**src/hw/rtl/uvs_pkg.sv**
```systemverilog
// Shared types and constants for the unique value stack.
`timescale 1ns / 1ps

package uvs_pkg;

    // Default number of stack entries
    localparam int DEPTH_DEF = 64;

    // Field widths
    localparam int VALUE_W  = 32;
    localparam int OP_W     = 2;
    localparam int STATUS_W = 3;
    localparam int SLOT_W   = 6;
    localparam int COUNT_W  = 7;

    // Operation codes
    typedef enum logic [OP_W-1:0] {
        OP_PUSH   = 2'd0,
        OP_POP    = 2'd1,
        OP_SEARCH = 2'd2,
        OP_MIDDLE = 2'd3
    } op_t;

    // Result status codes
    typedef enum logic [STATUS_W-1:0] {
        ST_PUSHED    = 3'd0,
        ST_DUPLICATE = 3'd1,
        ST_FULL      = 3'd2,
        ST_POPPED    = 3'd3,
        ST_EMPTY     = 3'd4,
        ST_FOUND     = 3'd5,
        ST_NOT_FOUND = 3'd6,
        ST_MIDDLE    = 3'd7
    } status_t;

endpackage

```
**src/hw/rtl/uvs_ram.sv**
```systemverilog
// Generic single-write, single-read RAM with registered read data.
`timescale 1ns / 1ps

module uvs_ram #(
    parameter int WIDTH = 32,
    parameter int DEPTH = 64
) (
    input  logic                     clk,
    input  logic                     we,
    input  logic [$clog2(DEPTH)-1:0] waddr,
    input  logic [WIDTH-1:0]         wdata,
    input  logic                     re,
    input  logic [$clog2(DEPTH)-1:0] raddr,
    output logic [WIDTH-1:0]         rdata
);

    logic [WIDTH-1:0] mem [DEPTH];

    // Write port
    always_ff @(posedge clk)
    begin
        if (we)
        begin
            mem[waddr] <= wdata;
        end
    end

    // Registered read port; data holds while re is low
    always_ff @(posedge clk)
    begin
        if (re)
        begin
            rdata <= mem[raddr];
        end
    end

endmodule

```
**src/hw/rtl/unique_value_stack.sv**
```systemverilog
// Top level of the unique value stack: control, scan sequencer and result register.
`timescale 1ns / 1ps

// LIFO stack of signed 32-bit values that never holds a value twice. Entries
// live in one RAM with a registered read; the stack pointer is a register.
// One item is worked at a time. Push and search scan the stored entries
// through the single RAM read port, one entry per cycle. A match ends the
// scan early. Pop and middle read one entry, issued on acceptance; the
// result is registered when the item leaves S_FIN. A finished result sits
// in an output register, and the next item is accepted while it waits to
// be taken. That next item then holds in its final cycle until the waiting
// result is taken. Reset clears the entry count; RAM contents need no
// clearing since only slots below the count are ever read.
module unique_value_stack
    import uvs_pkg::*;
#(
    parameter int DEPTH = DEPTH_DEF
) (
    input  logic                       clk,
    input  logic                       rst_n,
    input  logic                       in_valid,
    output logic                       in_ready,
    input  logic [OP_W-1:0]            operation,
    input  logic signed [VALUE_W-1:0]  value,
    output logic                       out_valid,
    input  logic                       out_ready,
    output logic [STATUS_W-1:0]        status,
    output logic signed [VALUE_W-1:0]  data,
    output logic [SLOT_W-1:0]          slot_index,
    output logic [COUNT_W-1:0]         entry_count
);

    localparam int AW = $clog2(DEPTH);
    localparam int CW = $clog2(DEPTH + 1);

    typedef enum logic [2:0] {
        S_IDLE = 3'b001,
        S_SCAN = 3'b010,
        S_FIN  = 3'b100
    } state_t;

    state_t              state_reg, state_next;
    op_t                 op_reg, op_next;
    logic [VALUE_W-1:0]  key_reg, key_next;
    logic [CW-1:0]       idx_reg, idx_next;
    logic                pend_reg, pend_next;
    logic                found_reg, found_next;
    logic [CW-1:0]       count_reg, count_next;

    logic                out_valid_reg, out_valid_next;
    logic [STATUS_W-1:0] status_reg, status_next;
    logic [VALUE_W-1:0]  data_reg, data_next;
    logic [SLOT_W-1:0]   slot_reg, slot_next;
    logic [COUNT_W-1:0]  ecount_reg, ecount_next;

    logic                ram_we;
    logic [AW-1:0]       ram_waddr;
    logic                ram_re;
    logic [AW-1:0]       ram_raddr;
    logic [VALUE_W-1:0]  ram_q;

    logic [CW-1:0]       top_pos;
    logic [CW-1:0]       mid_pos;
    logic                is_empty;
    logic                is_full;
    logic                accept;
    logic                retire;

    // Entry store
    uvs_ram #(
        .WIDTH (VALUE_W),
        .DEPTH (DEPTH)
    ) u_store (
        .clk   (clk),
        .we    (ram_we),
        .waddr (ram_waddr),
        .wdata (key_reg),
        .re    (ram_re),
        .raddr (ram_raddr),
        .rdata (ram_q)
    );

    // Stack position helpers
    assign top_pos  = count_reg - CW'(1);
    assign mid_pos  = top_pos - (count_reg >> 1);
    assign is_empty = (count_reg == '0);
    assign is_full  = (count_reg == CW'(DEPTH));

    assign in_ready = (state_reg == S_IDLE);
    assign accept   = in_valid && in_ready;
    assign retire   = (state_reg == S_FIN) && (!out_valid_reg || out_ready);

    assign ram_we    = retire && (op_reg == OP_PUSH) && !found_reg && !is_full;
    assign ram_waddr = count_reg[AW-1:0];

    // Sequencer and result formation
    always_comb
    begin
        state_next     = state_reg;
        op_next        = op_reg;
        key_next       = key_reg;
        idx_next       = idx_reg;
        pend_next      = pend_reg;
        found_next     = found_reg;
        count_next     = count_reg;
        out_valid_next = out_valid_reg;
        status_next    = status_reg;
        data_next      = data_reg;
        slot_next      = slot_reg;
        ecount_next    = ecount_reg;
        ram_re         = 1'b0;
        ram_raddr      = idx_reg[AW-1:0];

        if (out_valid_reg && out_ready)
        begin
            out_valid_next = 1'b0;
        end

        unique case (state_reg)
            S_IDLE:
            begin
                if (accept)
                begin
                    op_next    = op_t'(operation);
                    key_next   = value;
                    idx_next   = '0;
                    pend_next  = 1'b0;
                    found_next = 1'b0;
                    unique case (op_t'(operation))
                        OP_PUSH, OP_SEARCH:
                        begin
                            state_next = S_SCAN;
                        end
                        OP_POP:
                        begin
                            ram_re     = !is_empty;
                            ram_raddr  = top_pos[AW-1:0];
                            state_next = S_FIN;
                        end
                        OP_MIDDLE:
                        begin
                            ram_re     = !is_empty;
                            ram_raddr  = mid_pos[AW-1:0];
                            state_next = S_FIN;
                        end
                        default:
                        begin
                            state_next = S_FIN;
                        end
                    endcase
                end
            end

            S_SCAN:
            begin
                // Compare the entry read last cycle, then issue the next read
                if (pend_reg && (ram_q == key_reg))
                begin
                    found_next = 1'b1;
                    state_next = S_FIN;
                end
                else if (idx_reg == count_reg)
                begin
                    state_next = S_FIN;
                end
                else
                begin
                    ram_re    = 1'b1;
                    ram_raddr = idx_reg[AW-1:0];
                    idx_next  = idx_reg + CW'(1);
                    pend_next = 1'b1;
                end
            end

            S_FIN:
            begin
                if (retire)
                begin
                    data_next = '0;
                    slot_next = '0;
                    unique case (op_reg)
                        OP_PUSH:
                        begin
                            if (found_reg)
                            begin
                                status_next = ST_DUPLICATE;
                            end
                            else if (is_full)
                            begin
                                status_next = ST_FULL;
                            end
                            else
                            begin
                                status_next = ST_PUSHED;
                                count_next  = count_reg + CW'(1);
                            end
                        end
                        OP_POP:
                        begin
                            if (is_empty)
                            begin
                                status_next = ST_EMPTY;
                            end
                            else
                            begin
                                status_next = ST_POPPED;
                                data_next   = ram_q;
                                count_next  = top_pos;
                            end
                        end
                        OP_SEARCH:
                        begin
                            status_next = found_reg ? ST_FOUND : ST_NOT_FOUND;
                        end
                        OP_MIDDLE:
                        begin
                            if (is_empty)
                            begin
                                status_next = ST_EMPTY;
                            end
                            else
                            begin
                                status_next = ST_MIDDLE;
                                data_next   = ram_q;
                                slot_next   = SLOT_W'(mid_pos);
                            end
                        end
                        default:
                        begin
                            status_next = ST_EMPTY;
                        end
                    endcase
                    ecount_next    = COUNT_W'(count_next);
                    out_valid_next = 1'b1;
                    state_next     = S_IDLE;
                end
            end

            default:
            begin
                state_next = S_IDLE;
            end
        endcase
    end

    // Control registers
    always_ff @(posedge clk or negedge rst_n)
    begin
        if (!rst_n)
        begin
            state_reg     <= S_IDLE;
            count_reg     <= '0;
            out_valid_reg <= 1'b0;
            pend_reg      <= 1'b0;
            found_reg     <= 1'b0;
        end
        else
        begin
            state_reg     <= state_next;
            count_reg     <= count_next;
            out_valid_reg <= out_valid_next;
            pend_reg      <= pend_next;
            found_reg     <= found_next;
        end
    end

    // Payload registers
    always_ff @(posedge clk)
    begin
        op_reg     <= op_next;
        key_reg    <= key_next;
        idx_reg    <= idx_next;
        status_reg <= status_next;
        data_reg   <= data_next;
        slot_reg   <= slot_next;
        ecount_reg <= ecount_next;
    end

    assign out_valid   = out_valid_reg;
    assign status      = status_reg;
    assign data        = data_reg;
    assign slot_index  = slot_reg;
    assign entry_count = ecount_reg;

endmodule
```
**config.mk**
```make
export PLATFORM = sky130hd
export DESIGN_NAME = unique_value_stack
export DESIGN_NICKNAME = d
export VERILOG_FILES = /design/src/hw/rtl/uvs_pkg.sv /design/src/hw/rtl/uvs_ram.sv /design/src/hw/rtl/unique_value_stack.sv
export SDC_FILE = /design/constraint.sdc
export NUM_CORES = 2
export LEC_CHECK = 0
export ABC_AREA = 1
export BUFFER_PORTS_ARGS = -buffer_cell sky130_fd_sc_hd__buf_2
export CAP_MARGIN = 20
export CORE_ASPECT_RATIO = 1.4
export CORE_UTILIZATION = 40
export DETAILED_ROUTE_END_ITERATION = 10
export PLACE_DENSITY_LB_ADDON = 0.05
export REMOVE_ABC_BUFFERS = 1
export SYNTH_ARGS = -nofsm -noshare
export SYNTH_HDL_FRONTEND = slang
export SYNTH_SLANG_ARGS = --single-unit
```
**constraint.sdc**
```tcl
create_clock -name clk -period 5.85 [get_ports clk]
set_input_delay 0.8775 -clock clk [delete_from_list [all_inputs] [get_ports clk]]
set_output_delay 0.8775 -clock clk [all_outputs]
set_load 0.1 [all_outputs]
```
# == After elaboration in Yosys (flattened, before gate mapping) ==
# Memory sizes are Yosys's and may differ from the RTL's. A register that Yosys moved wholly into a read port is not among the register bits.
# Cells that the tools add are included.
# W data, S select, Z words.
# word_totals
in_bits,38
register_bits,102
n_memories,1
ramBits,2048
# op_classes
muxes,39
n_eq_ne,18
add_sub_neg,4
n_bitwise,2
reduce_logical,26
# memory_table
memory,words,word_bits,read_ports,rd_ports_with_merged_regs,write_ports,line,source
u_store.mem,64,32,1,1,1,uvs_ram.sv:17,logic [WIDTH-1:0] mem [DEPTH];
# ops
op,n
$mux W7,6
$eq A32 B32 Y1,1
$pmux W7 S2,2
$mux W3,5
$add A7 B1 Y7 const B,2
$mux W1,13
$mux W6,2
$pmux W3 S4,1
$pmux W6 S2,1
$reduce_or A2 Y1,5
$pmux W3 S3,1
$eq A2 B2 Y1 const B,4
$mux W2,4
$ne A2 B2 Y1 const B,4
$eq A7 B7 Y1,1
$eq A7 B7 Y1 const B,1
$logic_and A1 B1 Y1,7
$logic_not A7 Y1,1
$sub A7 B1 Y7 const B,1
$pmux W1 S2,3
$pmux W3 S2,1
$reduce_and A3 Y1,2
$sub A6 B6 Y6,1
$eq A2 B1 Y1 const B,2
other kinds (12),18

# == Logic depth before layout (Yosys ltp) ==
# logic_depth
word_depth,8
ltp_mapped,20

# == Modules after synthesis ==
# From an unflattened synthesis, not the netlist that was laid out.
# hier_totals
hier_cells,7314
area_unflattened_um2,88254.6
# by_module_without_submodules
module,area_each_um2,n_inst,cells_each
uvs_ram,83058.4,1,6769
unique_value_stack,5196.2,1,545

# == Worst setup path before layout ==
# Ideal clock, no wire load.
# synth_path
path_kind,flip-flop to flip-flop
from,register out_valid_reg (netlist: out_valid)
to,"memory u_store.mem[16][0], enable pin"
arrival_time_ps,4732
setup_ps,502
period_less_slack_ps,5234
required_ps,5348
path_slack_ps,616
path_stages_with_launch,8
cell_sequence,dfrtp_1 inv_1 nor2_1 inv_1 nand2_1 nor2_1 nand2_1 nor4_1
# synth_via
elab_chain_cells,8
# synth_lines
item,line,source
from (decl),unique_value_stack.sv:50,"logic out_valid_reg, out_valid_next;"
from (signal assigned),unique_value_stack.sv:261,out_valid_reg <= out_valid_next;
$logic_not A1 Y1,unique_value_stack.sv:91,assign retire = (state_reg == S_FIN) && (!out_valid_reg || out_ready);
$logic_or A1 B1 Y1,unique_value_stack.sv:91,
$logic_and A1 B1 Y1,unique_value_stack.sv:91,
$logic_and A1 B1 Y1 (3 in series),unique_value_stack.sv:93,assign ram_we = retire && (op_reg == OP_PUSH) && !found_reg && !is_full;
$mux W1,uvs_ram.sv:22,if (we)
$mux W1 (implied by the code),uvs_ram.sv:24,mem[waddr] <= wdata;
to (decl),uvs_ram.sv:17,
# Every way passes these cells.

# == Worst setup path after layout ==
# layout_path
from,register count_reg[1]
to,"register u_store.rdata[14], read port of u_store.mem (data pin)"
# layout_via
elab_chain_cells,5
# layout_lines
item,line,source
from (decl),unique_value_stack.sv:48,"logic [CW-1:0] count_reg, count_next;"
from (signal assigned),unique_value_stack.sv:260,count_reg <= count_next;
$sub A7 B1 Y7 / $logic_not A7 Y1 (equally long branches),"unique_value_stack.sv:84, unique_value_stack.sv:86",
$sub A6 B6 Y6 / $logic_not A1 Y1 (equally long branches),"unique_value_stack.sv:85, unique_value_stack.sv:136, unique_value_stack.sv:142",
$pmux W6 S2 / $mux W1 (equally long branches),--,
$mux W6 / $mux W1 (equally long branches),unique_value_stack.sv:122,if (accept)
$mux W6 / $pmux W1 S2 (equally long branches),--,
to (decl),uvs_ram.sv:14,output logic [WIDTH-1:0] rdata
# Several ways; a longest one is shown, not always the timed one.
# A chain may end at the register's enable or synchronous reset.

==> impl_metrics.json <==
{
  "drv_slew": 0,
  "end_kind": "flop",
  "start_kind": "flop",
  "max_freq_mhz": 216.9,
  "syn2layout_area_growth_pct": 11.94,
  "htree_levels": 4,
  "drt_pass1_iterations": 6,
  "drt_iter0_markers": 5984,
  "power_density_nw_per_um2": 513.1,
  "clock_path_buffers": 4,
  "fill_cells": 21840,
  "syn_inst": 8595,
  "cts.sinks": 2182,
  "post-place-ws_ns": 1.309,
  "drcViolationCount": 0,
  "cp_slowest_cell": "inv_8",
  "cts_tree": "yes",
  "grt_setup_unrepaired": "no",
  "core_sq_um": 236800,
  "hold_viol_final": 0,
  "grt_antenna_before_repair": 26,
  "grt_use_met2_pct": 43.74,
  "yosysTopAreaCell": "edfxtp_1",
  "critPathBufInv": 3,
  "ys.flop_type": "edfxtp_1",
  "yosys_register_bits": 2182,
  "peakVddDrop_uv": 917.6,
  "drive_gt1_share_pct": 7.860,
  "path_cells": "inv_1 > ha_1 > xor2_1 > ha_1 > xor2_1 > nand2_1 > o21ai_1 > nand2_1 > nand2_4 > inv_8 > buf_4 > nand3_1 > nand3_1 > nand3_1 > nand3_1 > nand2_1",
  "wl_per_cell_um": 26.49,
  "crit_arrival_ns": 5.22,
  "p_total_mw": 54.89,
  "period_share_pct": 78.83,
  "fin_skew_ns": 0.03659,
  "grt_overflow": 0,
  "crit_top_cell": "nand3_1",
  "seq_area_frac_synth_pct": 68.50,
  "fin_ws_ns": 1.239,
  "maxCapViolCount": 0,
  "syn_area_sq_um": 95560,
  "syn_avg_cell_area_sq_um": 11.12,
  "min_period_ns": 4.611,
  "fin_util_pct": 45.17,
  "synth_most_common_cell": "edfxtp_1",
  "path_class": "reg -> reg",
  "numCtsBuffers": 225,
  "via_count": 63960,
  "cts-root-buf": "clkbuf_16",
  "clkTransAtPathRegs_ns": 0.06,
  "hp-class": "in -> reg",
  "grt_busiest_layer": "met2",
  "clk_latency_ns": 0.89,
  "initial_core_util_pct": 40.35,
  "grt_pass1_wl_um": 452600,
  "synth_cell_types": 39,
  "num_io_pins": 88,
  "synthArstFlopShare_pct": 0.5958,
  "die_h_um": 580.3,
  "dp_hpwl_um": 173800,
  "crit_family": "simple AND/OR/NAND/NOR gates",
  "die_width_um": 415.1,
  "synth_edf_count": 2169,
  "routed_wl_um": 313900,
  "yosys.area.top_type_share_pct": 68.16,
  "cts_setup_buffers": 0,
  "grt_max_degree": 167,
  "portBuffers": 87,
  "core.rowCount": 211,
  "relSlewSlack_pct": 22.66,
  "grt_pass1_vias": 61810,
  "leakagePower_nw": 41.47,
  "final_nets": 8631,
  "die_area_sq_um": 240900,
  "crit_path_max_incr_delay_ns": 0.56,
  "track_usage_pct": 25.66,
  "max_flop_register": "u_store.mem",
  "r2r_start": "count_reg[1]",
  "synthTopCellsByCount": "edfxtp_1 (2169), nand3_1 (2109), nand2_1 (1489)",
  "ant_nets": 0,
  "setup_viol_count_final": 0,
  "setup.worst_path.start": "count_reg[1]",
  "required_ns": 6.46,
  "gp_congestion": 0.8496,
  "critPathMaxFanout": 75,
  "worst_pin_slew_ns": 1.160,
  "hp-start": "value[28]",
  "synth.area.top_cells": "edfxtp_1 (68%), nand3_1 (11%), nand2_1 (5.8%)",
  "ys.warnings.count": 0,
  "status": "finished, final reports clean",
  "largest_reg_flops": 2048,
  "gr-usage-met3_pct": 3.847,
  "avgViaCountPerCell": 5.399,
  "use_met1_pct": 34.07
}
-- final cells by class --
| class | count | area [sq um] | area share [%] |
|---|---|---|---|
| Antenna cell | 6 | 15.01 | 0.01404 |
| Clock buffer | 279 | 5876 | 5.493 |
| Clock inverter | 116 | 802.0 | 0.7498 |
| Inverter | 1339 | 5061 | 4.732 |
| Multi-Input combinational cell | 4532 | 23150 | 21.65 |
| Sequential cell | 2182 | 65460 | 61.20 |
| Tap cell | 3088 | 3864 | 3.612 |
| Timing Repair Buffer | 305 | 2735 | 2.557 |
-- cells by family (layout without fill, tap and decap cells) --
group / after synthesis / after routing / synth area share, %
buffers and inverters: 1881 / 2039 / 7.857
DFF: 2182 / 2182 / 68.50
other: 0 / 6 / 0
and+or+nand+nor: 4452 / 4452 / 23.04
AOI/OAI and AO/OA: 53 / 53 / 0.3129
xor gates and xnor gates: 19 / 19 / 0.1741
adders and majority gates: 8 / 8 / 0.1126
-- cell usage in the layout, fill, tap and decap left out, drive strengths merged, types with 5 or more instances in the layout --
cell type and instances:
nor2 140, diode 6, dfrtp 12, ha 7, edfxtp 2169, nand2 1494, clkbuf 279, bufinv 11
a21oi 10, or2 6, xor2 12, o21ai 27, o22ai 5, nand4 15, nand3 2110, nand3b 674
xnor2 7, clkinv 105, inv 1337, nor3 8, o211ai 5, buf 304
-- worst reg2reg max path, cell delays in order (launching register included) --
cell	delay, ns
dfrtp_1	0.46
inv_1	0.24
ha_1	0.29
xor2_1	0.31
ha_1	0.36
xor2_1	0.21
nand2_1	0.07
o21ai_1	0.08
nand2_1	0.11
nand2_4	0.13
inv_8	0.56
buf_4	0.52
nand3_1	0.19
nand3_1	0.09
nand3_1	0.22
nand3_1	0.40
nand2_1	0.09
-- path summary, 6_finish.rpt --
| check | endpoint | slack [ns] | depth (start not counted) |
|---|---|---|---|
| setup / recovery | u_store.rdata[14] | 1.24 | 16 |
| hold / removal | key_reg[28] | 0.17 | 1 |
| setup reg to reg | u_store.rdata[14] | 1.24 | 16 |
| hold reg to reg | pend_reg | 0.47 | 2 |
| max in group asynchronous | count_reg[2] | 4.89 | 2 |
| min in group asynchronous | out_valid | 0.53 | 2 |
-- where the power goes --
part	internal, mW	switching, mW	leakage [nW]
sequential	18.4	0.418	19.7
combinational	5.70	16.7	18.5
clock	7.53	6.13	3.29
total	31.6	23.3	41.5
-- through the flow --
stage	instance area, sq um	TNS [ns]	hold slack [ns]	instances
2_1_floorplan	93080	-312.85	0.4356	8053
3_3_place_gp	100200	0	0.4540	11440
3_5_place_dp	100200	0	0.4524	11440
4_1_cts	106900	0	0.1144	11840
5_1_grt	107000	0	0.1372	11840
6_report	107000	0	0.1690	11850
-- metal layers --
metal  up-vias  wire length [um]
met5         -                91
met2      1950            154300
li1      29310                 -
met3       423             19620
met4        12              8165
met1     32270            131700
-- what timing repair did --
action                    4_1_cts  5_1_grt
hold endpoints to repair       12        0
resized for setup               0        0
hold buffers                    1        0
(Power assumes the default switching activity.)
